[src/dltq_pkg.sv]
// dltq_pkg: types, sizes and codes shared by the delta list timer queue
// depends on nothing
package dltq_pkg;

	localparam int MAX_TIMERS  = 16;
	localparam int MAX_RESULTS = 16;
	localparam int CW          = $clog2(MAX_TIMERS + 1);
	localparam int IW          = $clog2(MAX_TIMERS);
	localparam int NW          = $clog2(MAX_RESULTS + 1);

	typedef logic [15:0]   id_t;
	typedef logic [31:0]   us_t;
	typedef logic [CW-1:0] cnt_t;
	typedef logic [NW-1:0] nres_t;

	typedef enum logic [1:0] {
		ACT_START  = 2'd0,
		ACT_CANCEL = 2'd1,
		ACT_TICK   = 2'd2,
		ACT_NONE   = 2'd3
	} action_t;

	typedef enum logic [2:0] {
		STAT_STARTED   = 3'd0,
		STAT_DUPLICATE = 3'd1,
		STAT_CANCELLED = 3'd2,
		STAT_NOT_FOUND = 3'd3,
		STAT_FULL      = 3'd4,
		STAT_EXPIRED   = 3'd5
	} status_t;

	typedef enum logic [2:0] {
		OP_HOLD,
		OP_INSERT,
		OP_REMOVE,
		OP_MERGE,
		OP_SUB
	} cell_op_t;

	typedef struct packed {
		cell_op_t op;
		cnt_t     pos;
		id_t      id;
		us_t      val;
	} cell_cmd_t;

	typedef enum logic [2:0] {
		S_IDLE,
		S_CHECK,
		S_WALK,
		S_TICK,
		S_SPREAD
	} state_t;

endpackage

[src/dltq_cell.sv]
// dltq_cell: one entry of the delta list, id and delta
// depends on dltq_pkg; shifts with its neighbors on a broadcast command
module dltq_cell (
	input  logic               clk,
	input  dltq_pkg::cnt_t     idx,
	input  dltq_pkg::cell_cmd_t cmd,
	input  dltq_pkg::id_t      left_id,
	input  dltq_pkg::us_t      left_delta,
	input  dltq_pkg::id_t      right_id,
	input  dltq_pkg::us_t      right_delta,
	output dltq_pkg::id_t      id,
	output dltq_pkg::us_t      delta
);

	dltq_pkg::id_t id_q;
	dltq_pkg::us_t delta_q;

	always_ff @(posedge clk) begin
		unique case (cmd.op)
			dltq_pkg::OP_INSERT: begin
				if (idx > cmd.pos) begin
					id_q <= left_id;
					// entry pushed right just past the new one gives up its share
					delta_q <= (idx == cmd.pos + 1'b1) ? left_delta - cmd.val : left_delta;
				end else if (idx == cmd.pos) begin
					id_q    <= cmd.id;
					delta_q <= cmd.val;
				end
			end
			dltq_pkg::OP_REMOVE, dltq_pkg::OP_MERGE: begin
				if (idx >= cmd.pos) begin
					id_q <= right_id;
					if (idx == cmd.pos && cmd.op == dltq_pkg::OP_MERGE) begin
						delta_q <= right_delta + delta_q;
					end else begin
						delta_q <= right_delta;
					end
				end
			end
			dltq_pkg::OP_SUB: begin
				if (idx == cmd.pos) begin
					delta_q <= delta_q - cmd.val;
				end
			end
			default: begin
			end
		endcase
	end

	assign id    = id_q;
	assign delta = delta_q;

endmodule

[config.mk]
export PLATFORM = sky130hd
export DESIGN_NAME = dltq_cell
export DESIGN_NICKNAME = d
export VERILOG_FILES = /design/src/dltq_pkg.sv /design/src/dltq_cell.sv
export SDC_FILE = /design/constraint.sdc
export NUM_CORES = 1
export LEC_CHECK = 0
export BUFFER_PORTS_ARGS = -buffer_cell sky130_fd_sc_hd__buf_2
export CORE_ASPECT_RATIO = 0.5
export CORE_UTILIZATION = 35
export DETAILED_ROUTE_END_ITERATION = 12
export PLACE_DENSITY = 0.56
export SETUP_SLACK_MARGIN = 0.3
export SLEW_MARGIN = 40
export SYNTH_ARGS = -nofsm -noshare
export SYNTH_HDL_FRONTEND = slang
export SYNTH_SLANG_ARGS = --single-unit
[constraint.sdc]
create_clock -name clk -period 4 [get_ports clk]
set_clock_uncertainty 0.15 [all_clocks]
set_input_delay 0.4 -clock clk [delete_from_list [all_inputs] [get_ports clk]]
set_output_delay 0.4 -clock clk [all_outputs]
set_load 0.01 [all_outputs]
==> impl_metrics.csv <==
group,metric,value,unit
worst_hold_path,hold_class,"input pin to flop",
final_layout,final_nets,1531,
yosys,ys_warn_count,0,
setup_path,end_kind,"flop",
run,drv_cap,0,
sta,setup_viol,0,
global_routing,grt_max_degree,47,
floorplanning,dieArea,24700,µm²
power_and_ir_drop,powerDensity,268,nW/µm²
detailed_routing,vias,9009,
placement,routabilityCongestion,0.918,
final_layout,regArea,1440,µm²
setup_path,critPathLaunch,"delta[0]$_DFFE_PP_",
placement,dp_hpwl,23.4,mm
global_routing,track_usage,0.232,
clock_tree,root_buffer,"clkbuf_16",
power_and_ir_drop,leakagePower,4.65,nW
floorplanning,core,23200,µm²
power_and_ir_drop,p_sw,1.09,mW
global_routing,overflow,0,
clock_tree,htree_levels,2,
clock_tree,cts_hold_repair.buffers,0,
yosys,synth_edf_count,48,
setup_path,cp-start-kind,"flop",
floorplanning,start_util,0.363,
sta,hold_viol_final,0,
setup_path,critical_path_peak_fanout,4,
yosys,netlist_instances,1096,
run_status,status,"finished, final reports clean",
sta,period_minus_slack,3.51,ns
power_and_ir_drop,finalPower,2.68,mW
sta,post-route-period-util,0.878,
yosys,synth_ff_type,"edfxtp_1",
power_and_ir_drop,combPwrFrac,0.534,
final_layout,multiInputGateArea,6600,µm²
detailed_routing,ant_nets,0,
final_layout,nFillCells,2352,
yosys,syn_nets,1356,
sta,finalMaxSlewViolations,0,
clock_tree,clock_latency,0.31,ns
power_and_ir_drop,p_seq_frac,0.244,
clock_tree,clockBufferDepth,2,
global_routing,antenna_found_initial,0,
worst_hold_path,worstHoldStart,"right_id[3]",
global_routing,grt_pass1_wl,45.9,mm
sta,finalSetupTns,0,ns
clock_tree,cts_buffers,5,
sta,tightest_slew,0.652,ns
sta,grt_setup_unrepaired,"yes",
yosys,ys_seq_elements,48,
yosys,synth_area,8410,µm²
yosys,yosysSeqAreaShare,0.171,
setup_path,critical_path_class,"flop to flop",
final_layout,post_route_cells_drive_above_1_share,0.208,
clock_tree,cts.sinks,48,
detailed_routing,drc,0,
yosys,synth_cell_types,83,
placement,portBuffers,205,
setup_path,crit_arrival,3.42,ns
power_and_ir_drop,clock_power_share,0.222,
sta,fmax,285,MHz
detailed_routing,drt-initial-drc-count,536,
sta,relSlewSlack,0.564,
floorplanning,die_x,221,µm
floorplanning,ios,206,
final_layout,utilization,0.432,
detailed_routing,drt-total-wl,28.9,mm
detailed_routing,firstDrtPassIters,5,
final_layout,area_delta_synth_final,19.0,%
detailed_routing,wl_per_cell,18.3,µm
floorplanning,rows,39,
yosys,avgSynthCellArea,7.67,µm²
power_and_ir_drop,sw_frac_of_total,0.408,
global_routing,grt_pass1_vias,8687,
setup_path,worstReg2RegStart,"delta[0]$_DFFE_PP_",
yosys,async_reset_ff_frac,0,
final_layout,antenna_cells,0,
power_and_ir_drop,p_int,1.59,mW
setup_path,worstPathRequired,3.91,ns
clock_tree,clkTransAtPathRegs,0.09,ns
floorplanning,die_h,112,µm
power_and_ir_drop,vdd_ir_drop_max,0.225,mV
detailed_routing,via_per_inst,5.71,
clock_tree,cts_tree,"done",
sta,holdWs,0.291,ns
[kinds of logic after synthesis]
group,after synthesis,share of synthesized area
AOI/OAI and AO/OA,426,0.350
xor gates and xnor gates,81,0.0843
adders and majority gates,102,0.154
buffers and inverters,106,0.0495
DFF,48,0.171
muxes,12,0.0144
and+or+nand+nor,321,0.176
[critical path, stage by stage (launching register included)]
cell and delay, ns:
edfxtp_1 0.42, ha_1 0.25, fa_2 0.39, a211oi_2 0.27
o21ai_1 0.14, nand4b_1 0.19, a31oi_1 0.15, o41a_1 0.47
a21boi_2 0.22, o21ai_0 0.12, xor2_1 0.16, a221o_1 0.35
[metrics by stage]
stage | cell area, µm² | setup WS (ns) | instances
floorplan | 8420 | 0.639 | 1096
global placement | 9760 | 0.216 | 1567
detailed placement | 9760 | 0.130 | 1567
CTS | 9960 | 0.309 | 1575
global route | 10000 | 0.267 | 1579
finish | 10000 | 0.487 | 1579
[registers in the layout (all words and copies together) (netlist names)]
register / cells
delta: 32
id: 16
[synthesized netlist by cell type, types with 9 or more instances]
| library cell | number | area, µm² |
|---|---|---|
| o211ai_1 | 12 | 90.1 |
| o21bai_1 | 10 | 75.1 |
| nor3_1 | 17 | 85.1 |
| xor2_1 | 37 | 324 |
| xnor2_1 | 44 | 385 |
| mux2i_1 | 11 | 110 |
| a211oi_1 | 33 | 248 |
| inv_1 | 51 | 191 |
| a21oi_1 | 89 | 445 |
| a31oi_1 | 31 | 194 |
| nand3_1 | 28 | 140 |
| o21ai_0 | 77 | 385 |
| edfxtp_1 | 48 | 1440 |
| clkbuf_1 | 42 | 158 |
| a211o_1 | 9 | 78.8 |
| nand2b_1 | 13 | 81.3 |
| a21o_1 | 59 | 443 |
| and3_1 | 13 | 81.3 |
| nor2_1 | 84 | 315 |
| o31ai_1 | 15 | 113 |
| a22oi_1 | 12 | 90.1 |
| ha_1 | 99 | 1240 |
| nand2_1 | 120 | 450 |
| nor2b_1 | 12 | 75.1 |
[layer usage]
layer  global-route usage  wire length, µm  part of all wire  vias up
met5                    0                0                 0        -
met4               0.0443              492             0.017        0
met3               0.0314             1310             0.045       29
met2                0.410            13700              0.48      228
met1                0.304            13300              0.46     4280
li1                     -                -                 -     4472
[cell type report]
class                   instances  share of cell area
well taps                     307              0.0384
multi-input cells             942               0.659
clock buffers                   5              0.0125
inverters                      51              0.0191
flip-flops and latches         48               0.144
repair buffers                223               0.120
clock inverters                 3             0.00688
[path summary, 6_finish.rpt]
check,end,slack [ns],depth (start not counted)
worst min-delay path,id[3]$_DFFE_PP_,0.29,3
worst max register to register,delta[26]$_DFFE_PP_,0.49,11
worst min register to register,delta[0]$_DFFE_PP_,0.73,4
worst max-delay path,delta[26]$_DFFE_PP_,0.49,11
[placed cells by master (no fill, tap or decap), types with 37 or more instances in the layout]
cell	count
inv_1	51
a21o_1	59
xor2_1	37
o21ai_0	74
nor2_1	83
ha_1	99
nand2_1	120
buf_2	205
edfxtp_1	48
xnor2_1	44
a21oi_1	88
[power groups by stage]
stage	clock, mW	combinational [mW]	sequential [mW]
2_1_floorplan	0	0.983	0.673
3_3_place_gp	0	1.39	0.666
3_5_place_dp	0	1.41	0.667
4_1_cts	0.598	1.41	0.656
5_1_grt	0.621	1.59	0.659
6_report	0.595	1.43	0.655
[timing repair]
action | 4_1_cts | 5_1_grt
endpoints found under the setup margin | 2 | 8
buffers inserted | 0 | 4
gates resized for setup | 1 | 7
pin swaps | 0 | 4
cloned | 0 | 0
endpoints found under the hold margin | 0 | 0
Note: power is estimated with default switching activity, not from simulation.
